===== config.mk =====
export PLATFORM = sky130hd
export DESIGN_NAME = button_debounce_hold_repeat_top
export DESIGN_NICKNAME = d
export VERILOG_FILES = /design/src/bdr_pkg.sv /design/src/bdr_lane.sv /design/src/bdr_merge.sv /design/src/button_debounce_hold_repeat_top.sv
export SDC_FILE = /design/constraint.sdc
export NUM_CORES = 1
export LEC_CHECK = 0
export BUFFER_PORTS_ARGS = -buffer_cell sky130_fd_sc_hd__buf_4
export CAP_MARGIN = 40
export CORE_MARGIN = 3
export CORE_UTILIZATION = 60
export DETAILED_ROUTE_END_ITERATION = 8
export PLACE_DENSITY = 0.79
export SETUP_SLACK_MARGIN = 0.1
export SYNTH_ARGS = -nofsm -noshare
export SYNTH_HDL_FRONTEND = slang
export SYNTH_SLANG_ARGS = --single-unit

===== constraint.sdc =====
create_clock -name clk -period 3.06 [get_ports clk]
set_input_delay 0.765 -clock clk [delete_from_list [all_inputs] [get_ports clk]]
set_output_delay 0.765 -clock clk [all_outputs]
set_load 0.1 [all_outputs]

===== src/bdr_pkg.sv =====
package bdr_pkg;

  localparam int PIN_W = 3;
  localparam int IDX_W = 2;
  localparam int CNT_W = 16;

  typedef logic [1:0] cmd_t;
  localparam cmd_t CMD_TICK  = 2'd0;
  localparam cmd_t CMD_PRESS = 2'd1;
  localparam cmd_t CMD_HOLD  = 2'd2;

  localparam logic CFG_PRESSED_LEVEL = 1'b0;
  localparam logic CFG_HOLD_TICKS    = 1'b1;

  localparam logic [CNT_W-1:0] HOLD_TICKS_RST    = 16'd100;
  localparam logic             PRESSED_LEVEL_RST = 1'b0;

  // Per-lane control from the top level for one accepted transaction.
  typedef struct packed {
    logic tick;
    logic clr_press;
    logic clr_hold;
  } lane_ctl_t;

  // Per-lane status toward the merging stage.
  typedef struct packed {
    logic press_pending;
    logic hold_pending;
    logic stable_nxt;
  } lane_stat_t;

endpackage


===== src/bdr_lane.sv =====
module bdr_lane (
  input  logic                        clk,
  input  logic                        rst_n,
  input  logic                        pressed_level,
  input  logic [bdr_pkg::CNT_W-1:0]   hold_ticks,
  input  logic                        level,
  input  bdr_pkg::lane_ctl_t          ctl,
  output bdr_pkg::lane_stat_t         stat
);

  logic [2:0]                hist_r, hist_nxt;
  logic                      stable_r, stable_nxt;
  logic [bdr_pkg::CNT_W-1:0] cnt_r, cnt_nxt;
  logic [bdr_pkg::CNT_W-1:0] cnt_dec;
  logic                      press_r, press_nxt;
  logic                      hold_r, hold_nxt;
  logic                      agree;

  assign cnt_dec = cnt_r - 16'd1;
  // The history after the shift agrees when the two kept samples match the new one.
  assign agree   = (hist_r[1] == hist_r[2]) && (hist_r[2] == level);

  always_comb begin
    hist_nxt   = hist_r;
    stable_nxt = stable_r;
    cnt_nxt    = cnt_r;
    press_nxt  = press_r;
    hold_nxt   = hold_r;
    if (ctl.tick) begin
      hist_nxt = {level, hist_r[2:1]};
      if (agree) begin
        if (stable_r != level) begin
          stable_nxt = level;
          if (level == pressed_level) begin
            press_nxt = 1'b1;
            cnt_nxt   = hold_ticks;
          end
        end else if (level == pressed_level) begin
          if (cnt_dec == '0) begin
            hold_nxt = 1'b1;
            cnt_nxt  = hold_ticks;
          end else begin
            cnt_nxt = cnt_dec;
          end
        end
      end
    end
    if (ctl.clr_press) begin
      press_nxt = 1'b0;
    end
    if (ctl.clr_hold) begin
      hold_nxt = 1'b0;
    end
  end

  // Reset puts every sample at the released level of the reset pressed level.
  always_ff @(posedge clk) begin
    if (!rst_n) begin
      hist_r   <= {3{~bdr_pkg::PRESSED_LEVEL_RST}};
      stable_r <= ~bdr_pkg::PRESSED_LEVEL_RST;
      cnt_r    <= bdr_pkg::HOLD_TICKS_RST;
      press_r  <= 1'b0;
      hold_r   <= 1'b0;
    end else begin
      hist_r   <= hist_nxt;
      stable_r <= stable_nxt;
      cnt_r    <= cnt_nxt;
      press_r  <= press_nxt;
      hold_r   <= hold_nxt;
    end
  end

  assign stat.press_pending = press_r;
  assign stat.hold_pending  = hold_r;
  assign stat.stable_nxt    = stable_nxt;

  a_stable_only_on_tick: assert property (@(posedge clk) disable iff (!rst_n)
    !ctl.tick |=> $stable(stable_r))
    else $error("stable level changed without a sample tick");

  a_press_on_pressed: assert property (@(posedge clk) disable iff (!rst_n)
    $rose(press_r) |-> (stable_r == pressed_level) && !$stable(stable_r))
    else $error("press flag set without a change to the pressed level");

  a_hold_needs_press: assert property (@(posedge clk) disable iff (!rst_n)
    $rose(hold_r) |-> (stable_r == pressed_level) && $past(ctl.tick))
    else $error("hold flag set while not pressed");

endmodule


===== src/bdr_merge.sv =====
module bdr_merge #(
  parameter int NUM_BUTTONS = 3
) (
  input  logic                              clk,
  input  logic                              rst_n,
  input  logic                              in_valid,
  output logic                              in_stall,
  input  logic [1:0]                        in_command,
  input  logic [bdr_pkg::IDX_W-1:0]         in_button_index,
  output logic                              in_acc,
  input  bdr_pkg::lane_stat_t               stat [NUM_BUTTONS],
  output logic                              out_valid,
  input  logic                              out_stall,
  output logic                              out_event_seen,
  output logic [bdr_pkg::PIN_W-1:0]         out_stable_levels
);

  logic                        seen;
  logic [bdr_pkg::PIN_W-1:0]   stable_bits;
  logic                        out_valid_r, out_valid_nxt;
  logic                        skid_valid_r, skid_valid_nxt;
  logic                        out_seen_r, skid_seen_r;
  logic [bdr_pkg::PIN_W-1:0]   out_stable_r, skid_stable_r;
  logic                        out_take;
  logic                        load_main, load_skid;

  // Pick the polled lane's flag; an index past the last lane matches nothing.
  always_comb begin
    seen = 1'b0;
    for (int b = 0; b < NUM_BUTTONS; b++) begin
      if (32'(in_button_index) == b) begin
        if (in_command == bdr_pkg::CMD_PRESS) begin
          seen = stat[b].press_pending;
        end else if (in_command == bdr_pkg::CMD_HOLD) begin
          seen = stat[b].hold_pending;
        end
      end
    end
  end

  always_comb begin
    stable_bits = '0;
    for (int b = 0; b < NUM_BUTTONS; b++) begin
      if (b < bdr_pkg::PIN_W) begin
        stable_bits[b] = stat[b].stable_nxt;
      end
    end
  end

  // Two-entry output buffer: the skid entry catches a transaction taken while
  // the output register is stalled, so in_stall comes straight from a flop.
  assign in_stall = skid_valid_r;
  assign in_acc   = in_valid && !skid_valid_r;
  assign out_take = out_valid_r && !out_stall;

  always_comb begin
    out_valid_nxt  = out_valid_r;
    skid_valid_nxt = skid_valid_r;
    load_main      = 1'b0;
    load_skid      = 1'b0;
    if (!out_valid_r || out_take) begin
      out_valid_nxt  = skid_valid_r || in_acc;
      skid_valid_nxt = 1'b0;
      load_main      = !skid_valid_r && in_acc;
    end else if (in_acc) begin
      skid_valid_nxt = 1'b1;
      load_skid      = 1'b1;
    end
  end

  always_ff @(posedge clk) begin
    if (!rst_n) begin
      out_valid_r  <= 1'b0;
      skid_valid_r <= 1'b0;
    end else begin
      out_valid_r  <= out_valid_nxt;
      skid_valid_r <= skid_valid_nxt;
    end
  end

  always_ff @(posedge clk) begin
    if (load_main) begin
      out_seen_r   <= seen;
      out_stable_r <= stable_bits;
    end else if ((!out_valid_r || out_take) && skid_valid_r) begin
      out_seen_r   <= skid_seen_r;
      out_stable_r <= skid_stable_r;
    end
    if (load_skid) begin
      skid_seen_r   <= seen;
      skid_stable_r <= stable_bits;
    end
  end

  assign out_valid         = out_valid_r;
  assign out_event_seen    = out_seen_r;
  assign out_stable_levels = out_stable_r;

  a_skid_behind_main: assert property (@(posedge clk) disable iff (!rst_n)
    skid_valid_r |-> out_valid_r)
    else $error("skid entry holds a transaction while the output register is empty");

  a_no_drop: assert property (@(posedge clk) disable iff (!rst_n)
    (out_valid_r && out_stall) |=> out_valid_r)
    else $error("stalled result was dropped");

  a_skid_drains: assert property (@(posedge clk) disable iff (!rst_n)
    (skid_valid_r && out_take) |=> (out_valid_r && !skid_valid_r))
    else $error("skid entry did not move to the output register");

endmodule


===== src/button_debounce_hold_repeat_top.sv =====
// Results go to the output register, or to the skid entry while that one stalls.
// One transaction per cycle while in_stall is low; all lanes update in the same cycle.
// A two-entry output buffer keeps input acceptance going while one result is stalled.
// Reset (rst_n low, synchronous) clears flags, loads released levels into every lane,
// loads 100 into hold counters and restores both configuration registers.
module button_debounce_hold_repeat_top #(
  parameter int NUM_BUTTONS = 3
) (
  input  logic                          clk,
  input  logic                          rst_n,
  input  logic                          cfg_we,
  input  logic                          cfg_index,
  input  logic [bdr_pkg::CNT_W-1:0]     cfg_wdata,
  input  logic                          in_valid,
  output logic                          in_stall,
  input  logic [1:0]                    in_command,
  input  logic [bdr_pkg::PIN_W-1:0]     in_pin_levels,
  input  logic [bdr_pkg::IDX_W-1:0]     in_button_index,
  output logic                          out_valid,
  input  logic                          out_stall,
  output logic                          out_event_seen,
  output logic [bdr_pkg::PIN_W-1:0]     out_stable_levels
);

  logic                        pressed_level_r;
  logic [bdr_pkg::CNT_W-1:0]   hold_ticks_r;
  logic                        in_acc;
  bdr_pkg::lane_ctl_t          ctl  [NUM_BUTTONS];
  bdr_pkg::lane_stat_t         stat [NUM_BUTTONS];

  always_ff @(posedge clk) begin
    if (!rst_n) begin
      pressed_level_r <= bdr_pkg::PRESSED_LEVEL_RST;
      hold_ticks_r    <= bdr_pkg::HOLD_TICKS_RST;
    end else if (cfg_we) begin
      if (cfg_index == bdr_pkg::CFG_PRESSED_LEVEL) begin
        pressed_level_r <= cfg_wdata[0];
      end else begin
        hold_ticks_r <= cfg_wdata;
      end
    end
  end

  for (genvar b = 0; b < NUM_BUTTONS; b++) begin : g_lane
    logic lane_level;
    logic hit;

    // Lanes beyond the pin field sample a constant low level.
    if (b < bdr_pkg::PIN_W) begin : g_pin
      assign lane_level = in_pin_levels[b];
    end else begin : g_nopin
      assign lane_level = 1'b0;
    end

    assign hit = (32'(in_button_index) == b);
    assign ctl[b].tick      = in_acc && (in_command == bdr_pkg::CMD_TICK);
    assign ctl[b].clr_press = in_acc && hit && (in_command == bdr_pkg::CMD_PRESS);
    assign ctl[b].clr_hold  = in_acc && hit && (in_command == bdr_pkg::CMD_HOLD);

    bdr_lane u_lane (
      .clk           (clk),
      .rst_n         (rst_n),
      .pressed_level (pressed_level_r),
      .hold_ticks    (hold_ticks_r),
      .level         (lane_level),
      .ctl           (ctl[b]),
      .stat          (stat[b])
    );
  end

  bdr_merge #(
    .NUM_BUTTONS (NUM_BUTTONS)
  ) u_merge (
    .clk               (clk),
    .rst_n             (rst_n),
    .in_valid          (in_valid),
    .in_stall          (in_stall),
    .in_command        (in_command),
    .in_button_index   (in_button_index),
    .in_acc            (in_acc),
    .stat              (stat),
    .out_valid         (out_valid),
    .out_stall         (out_stall),
    .out_event_seen    (out_event_seen),
    .out_stable_levels (out_stable_levels)
  );

endmodule

# After elaboration in Yosys (flattened, before gate mapping)
# Cells that the tools add are included.
op_classes:
  mux: 37
  eq_ne: 16
  order_cmp: 0
  add_sub_neg: 3
  n_div: 0
  n_bitwise: 5
  reduce_logical: 46
  multipliers: 0
  n_shift: 0
ops:
  columns: ["cell", "count"]
  rows:
  - ["16-bit two-way mux", 12]
  - ["16-bit logical NOT", 3]
  - ["16-bit by 1-bit subtractor with 16-bit output (second input constant)", 3]
  - ["1-bit two-way mux", 23]
  - ["1-bit logical AND", 17]
  - ["5-bit AND reduction", 3]
  - ["2-bit OR reduction", 7]
  - ["4-bit AND reduction", 3]
  - ["1-bit equality test", 9]
  - ["3-bit AND reduction", 3]
  - ["3-bit two-way mux", 2]
  - ["1-bit NOT", 5]
  - ["2-bit by 1-bit equality test with 1-bit output (second input constant)", 2]
  - ["2-bit equality test (second input constant)", 2]
  - ["2-bit logical NOT", 2]
  - ["2-bit AND reduction", 2]
  - ["1-bit logical NOT", 3]
  - ["1-bit != test", 3]
  - ["1-bit logical OR", 2]
  - ["2-bit nonzero test", 1]
totals:
  romBits: 0
  latchBits: 0
  word_cells: 130
  in_bits: 29
  ram_bits: 0
  memories: 0
  register_bits: 93

# Longest topological paths before layout
logic_depth:
  word_depth: 11
  depth_mapped: 11

# Cells and area by module
# Synthesis repeated with hierarchy kept, for this count alone.
hier_totals:
  cells_unflattened: 686
  area_unflattened_um2: 5601.6
by_module_without_submodules:
  columns: ["mod", "n_inst", "area_per_inst_um2", "seq_area_each_um2", "cells_per_inst"]
  rows:
  - ["bdr_lane (g_lane[0].u_lane ...)", 2, 1486.4, 420.4, 195]
  - ["bdr_lane (g_lane[2].u_lane)", 1, 1395.1, 420.4, 175]
  - ["button_debounce_hold_repeat_top", 1, 779.5, 340.3, 89]
  - ["bdr_merge", 1, 454.2, 280.3, 32]

# Worst setup path after synthesis
# Ideal clock, no wire load.
synth_path:
  kind: "register to register"
  from: "reg g_lane[2].u_lane.cnt_r[0] in the netlist's numbering"
  to: "reg g_lane[2].u_lane.cnt_r[0] in the netlist's numbering"
  arrival_ps: 2632
  path_buffers: 2
  period_less_slack_ps: 2707
  stages_incl_launch_ff: 12
  setup_time_ps: 74
  slack_ps: 353
  path_cell_list: "dfxtp_1 -> clkbuf_1 -> inv_1 -> ha_1 -> or4b_1 -> o31a_1 -> a31oi_1 -> o2111ai_1 -> o21ai_2 -> buf_2 -> nand3_1 -> a31oi_1"
synth_via:
  elab_chain_len: 5
synth_rtl:
  columns: ["item", "line", "text"]
  rows:
  - ["from (decl)", "bdr_lane.sv:13", "logic [bdr_pkg::CNT_W-1:0] cnt_r, cnt_nxt;"]
  - ["from (signal assigned)", "bdr_lane.sv:61", "cnt_r <= bdr_pkg::HOLD_TICKS_RST;"]
  - ["from (signal assigned)", "bdr_lane.sv:67", "cnt_r <= cnt_nxt;"]
  - ["16-bit by 1-bit subtractor with 16-bit output *", "bdr_lane.sv:19", "assign cnt_dec = cnt_r - 16'd1;"]
  - ["16-bit logical NOT", "bdr_lane.sv:39", "if (cnt_dec == '0) begin"]
  - ["16-bit two-way mux *", "bdr_lane.sv:39", null]
  - ["16-bit two-way mux *", "bdr_lane.sv:38", "end else if (level == pressed_level) begin"]
  - ["16-bit two-way mux *", "bdr_lane.sv:32", "if (stable_r != level) begin"]
# Mark *: on every way between the ends. The rest lies on a longest branch, timed or not. The select of a mux whose other input is x is not followed.
# A chain may end at the register's enable or synchronous reset.

# Worst setup path in the final report
layout_path:
  from: "reg g_lane[1].u_lane.cnt_r[0] in the netlist's numbering"
  to: "reg g_lane[1].u_lane.cnt_r[1] in the netlist's numbering"
layout_via:
  elab_chain_len: 5
layout_rtl:
  columns: ["item", "line"]
  rows:
  - ["from (decl)", "bdr_lane.sv:13"]
  - ["from (signal assigned)", "bdr_lane.sv:61"]
  - ["from (signal assigned)", "bdr_lane.sv:67"]
  - ["16-bit by 1-bit subtractor with 16-bit output *", "bdr_lane.sv:19"]
  - ["16-bit logical NOT", "bdr_lane.sv:39"]
  - ["16-bit two-way mux *", "bdr_lane.sv:39"]
  - ["16-bit two-way mux *", "bdr_lane.sv:38"]
  - ["16-bit two-way mux *", "bdr_lane.sv:32"]
# Marked as above.

==> results by group <==
Synthesis
  – Post-synthesis register bit count: 90
  – Cell taking the most area after synthesis: dfxtp_1
  – Cell variety after synth: 67
  – Fraction of registers with async set/reset: 0%
  – Post-synth EDFFs: 8
  – Synth top area cells: dfxtp_1 30%, nand2_1 5.9%, a21oi_1 5.1%
  – Netlist Area Pre-Place: 0.005456 mm^2
  – Simple-Gate Fraction of Synth Area: 30.96%
  – Post-synthesis compound-gate area fraction: 22.75%
  – Seq/Total Area, Yosys: 34.49%
  – Top_reg_cell synth: dfxtp_1
  – Cell count after synthesis: 723
  – Adder-Cell Fraction of Synth Area: roughly 1.4%
  – Syn_area_per_cell: 7.547 um^2
  – Mux contribution to synthesized area: ~2.6%
  – Share of the synthesized area in the top cell type: 30.08%
  – Largest family of logic cells by synthesized area: simple AND/OR/NAND/NOR gates
  – Yosys warnings: 0
  – Mapped Nets: roughly 760
  – Synth Area in XOR/XNOR: about 2.7%

Clocking
  – Maximum buffer depth of the clock tree: 2
  – Later-pin clock latency in the skew report: 360 ps
  – Num CTS Buffers: 9
  – Number of hold buffers added after CTS: 0
  – CTS tree: done
  – Clk root buf: clkbuf_8
  – H-tree Lvls: 3
  – Reg clk slew, reported paths: 100 ps
  – Clk sinks: 90

Pwr
  – PwrDens: 377.3 mW/mm^2
  – LEAKAGE: about 2.2 nW
  – Peak supply drop: approximately 240 uV

Floorplanning
  – Number of cell rows: 34
  – Die Y: 101.4 um
  – Die ar.: 0.01027 mm^2
  – Core area: 0.008763 mm^2
  – DIE WIDTH: 101.4 um
  – Starting Density: between 60% and 70%
  – IO Pins: 35

Worst hold path
  – Worst Hold Class: flip-flop to flip-flop

Setup path
  – Crit Path Class: flip-flop to flip-flop
  – WP data required: approximately 3300 ps
  – Reg2reg setup slack: between 200 and 250 ps
  – Worst Reg-to-Reg Cells: 10
  – WP data arrival: about 3100 ps
  – Crit path from: g_lane[1].u_lane.cnt_r[0]$_SDFFE_PN0P_
  – FF-to-FF Start: g_lane[1].u_lane.cnt_r[0]$_SDFFE_PN0P_
  – CP startpoint kind: flip-flop
  – CP Capture Type: flip-flop
  – Crit path to: g_lane[1].u_lane.cnt_r[1]$_SDFFE_PN0P_
  – Crit path max fanout: 30
  – Worst R2R End: g_lane[1].u_lane.cnt_r[1]$_SDFFE_PN0P_

Detailed routing
  – Post-route ant nets: 0
  – DR iter-0 viols: around 380
  – Via Count: 5690
  – Avg WL per Cell: 17.98 um
  – Final wirelength: 15360 um
  – Post-DR vias/cell: 6.663
  – DR DRC count: 0
  – DRT Pass-1 Iters: 5

Place
  – Area of placed instances: 0.005823 mm^2
  – Placer congestion estimate: 1.012
  – Placed cells: around 840
  – Detail Placement HPWL: between 10000 and 15000 um
  – IO buf count: 34

Timing
  – Slew Limit Headroom: a little under three fifths
  – Achievable Freq: around 0.35 GHz
  – Layout Skew: 13.63 ps
  – Worst-Margin Slew: between 600 and 700 ps
  – TNS Setup: 0 ps
  – Final setup fails: 0
  – RSZ-0062 raised after global routing: no
  – Min Clock Period, post-route: 2855 ps
  – Count of pins over their slew limit: 0
  – Final hold vios: 0
  – Fin crit share: 93.30%

Global routing
  – Total gr overflow: 0
  – First-pass GRT wire length: ~25000 um
  – Global Route Usage Sum: around 30%
  – Vias in the first global route: ~5000
  – Pin count of the biggest net entering global routing: 52
  – Initial antenna violation count: 0

Run
  – Max Cap Violations: 0

Cells and area
  – Final nets: 775
  – Area grow syn2layout: 11.67%
  – Fill cells: 735
  – Final Instance Count excl. Fillers: 854
  – Commonest non-fill, non-tap cells in the layout: 86 x nand2_1, 82 x dfxtp_1, 63 x nor2_1
  – Fin area: around 0.0061 mm^2
  – Area of the multi-input gates: 0.003372 mm^2
  – Share of cells above drive strength 1: a little over an eighth
  – FF+latch area: 0.001882 mm^2
  – Commonest non-fill, non-tap cell in the layout: nand2_1

Outcome
  – Status: finished, final reports clean
## report_power, final
part	internal, mW	switching, mW
Sequential	1.21	0.0328
Combinational	0.0839	0.155
Clock	0.375	0.442
## synth_stat cells (8+ instances only)
cell type / instances
a21oi_1: 56
a31oi_1: 13
clkbuf_1: 40
dfxtp_1: 82
edfxtp_1: 8
inv_1: 17
mux2i_1: 11
nand2_1: 86
nand3_1: 46
nor2_1: 63
nor3_1: 42
nor4_1: 14
o21a_1: 10
o21ai_0: 42
o22ai_1: 9
or3_1: 18
or4_1: 10
xor2_1: 10
## cells by family after synthesis
family          Yosys count
mux                      14
xor+xnor                 17
flops                    90
fa+ha+maj                 6
simple gates            333
compound gates          194
buf+inv                  69
## critical path, stage by stage (launching register included)
cell	delay (ps)
dfxtp_1	390
inv_1	100
ha_1	240
nor3b_2	260
nand2_1	150
or3_1	410
xnor2_2	370
o31ai_4	130
buf_12	180
or4_1	400
o311ai_0	100
## how the worst min path moves through the flow
stage                                                  from                                      end  slack, ps  cells past startpoint
floorplan           g_lane[2].u_lane.cnt_r[13]$_SDFFE_PN0P_  g_lane[2].u_lane.cnt_r[13]$_SDFFE_PN0P_        450                      2
global placement               hold_ticks_r[8]$_SDFFE_PN0P_             hold_ticks_r[8]$_SDFFE_PN0P_        460                      2
detailed placement             hold_ticks_r[8]$_SDFFE_PN0P_             hold_ticks_r[8]$_SDFFE_PN0P_        470                      2
CTS                            hold_ticks_r[8]$_SDFFE_PN0P_             hold_ticks_r[8]$_SDFFE_PN0P_        480                      2
global route                   hold_ticks_r[8]$_SDFFE_PN0P_             hold_ticks_r[8]$_SDFFE_PN0P_        530                      2
finish                         hold_ticks_r[8]$_SDFFE_PN0P_             hold_ticks_r[8]$_SDFFE_PN0P_        480                      2
## stage by stage
stage / utilization [%] / total power, mW / worst slack [ps] / hold WS (ps)
after floorplan: - / 1.414 / 353.1 / 445.8
after global placement: 66.45 / 1.499 / 306.7 / 461.6
after detailed placement: 66.45 / 1.504 / 181.4 / 467.6
after CTS: 68.66 / 2.307 / 154.7 / 479.8
after global routing: 69.50 / 2.379 / 58.97 / 532.4
final: 69.53 / 2.299 / 205.0 / 480.9
## cell type report
cell class	instances	share of cell area, %
diodes	1	0.04107
clock buffers	9	2.033
clock inverters	7	1.150
inverters	18	1.109
multi-input cells	564	55.34
flip-flops and latches	90	30.88
well taps	108	2.218
repair buffers	57	7.228
## flip-flops by register name, indices dropped and copies added (netlist names)
| name | count |
|---|---|
| g_lane.u_lane.hold_r | 3 |
| hold_ticks_r | 16 |
| g_lane.u_lane.hist_r | 6 |
| u_merge.skid_stable_r | 3 |
| u_merge.in_stall | 1 |
| u_merge.skid_seen_r | 1 |
| g_lane.u_lane.stable_r | 3 |
| g_lane.u_lane.press_r | 3 |
| u_merge.out_stable_levels | 3 |
| u_merge.out_event_seen | 1 |
| u_merge.out_valid | 1 |
| g_lane.u_lane.cnt_r | 48 |
| pressed_level_r | 1 |
## metal layers
layer	up-vias	routed length [um]	global-route usage, %
met3	50	1488	4.959
met1	2643	6551	42.39
met5	-	0	0
met4	0	488	11.66
met2	305	6827	45.37
li1	2692	-	-
## repair_timing
action | 4_1_cts | 5_1_grt
endpoints found under the setup margin | 0 | 35
resized for setup | 0 | 12
setup buffers | 0 | 0
No activity file was read; power rests on OpenSTA's default activity.
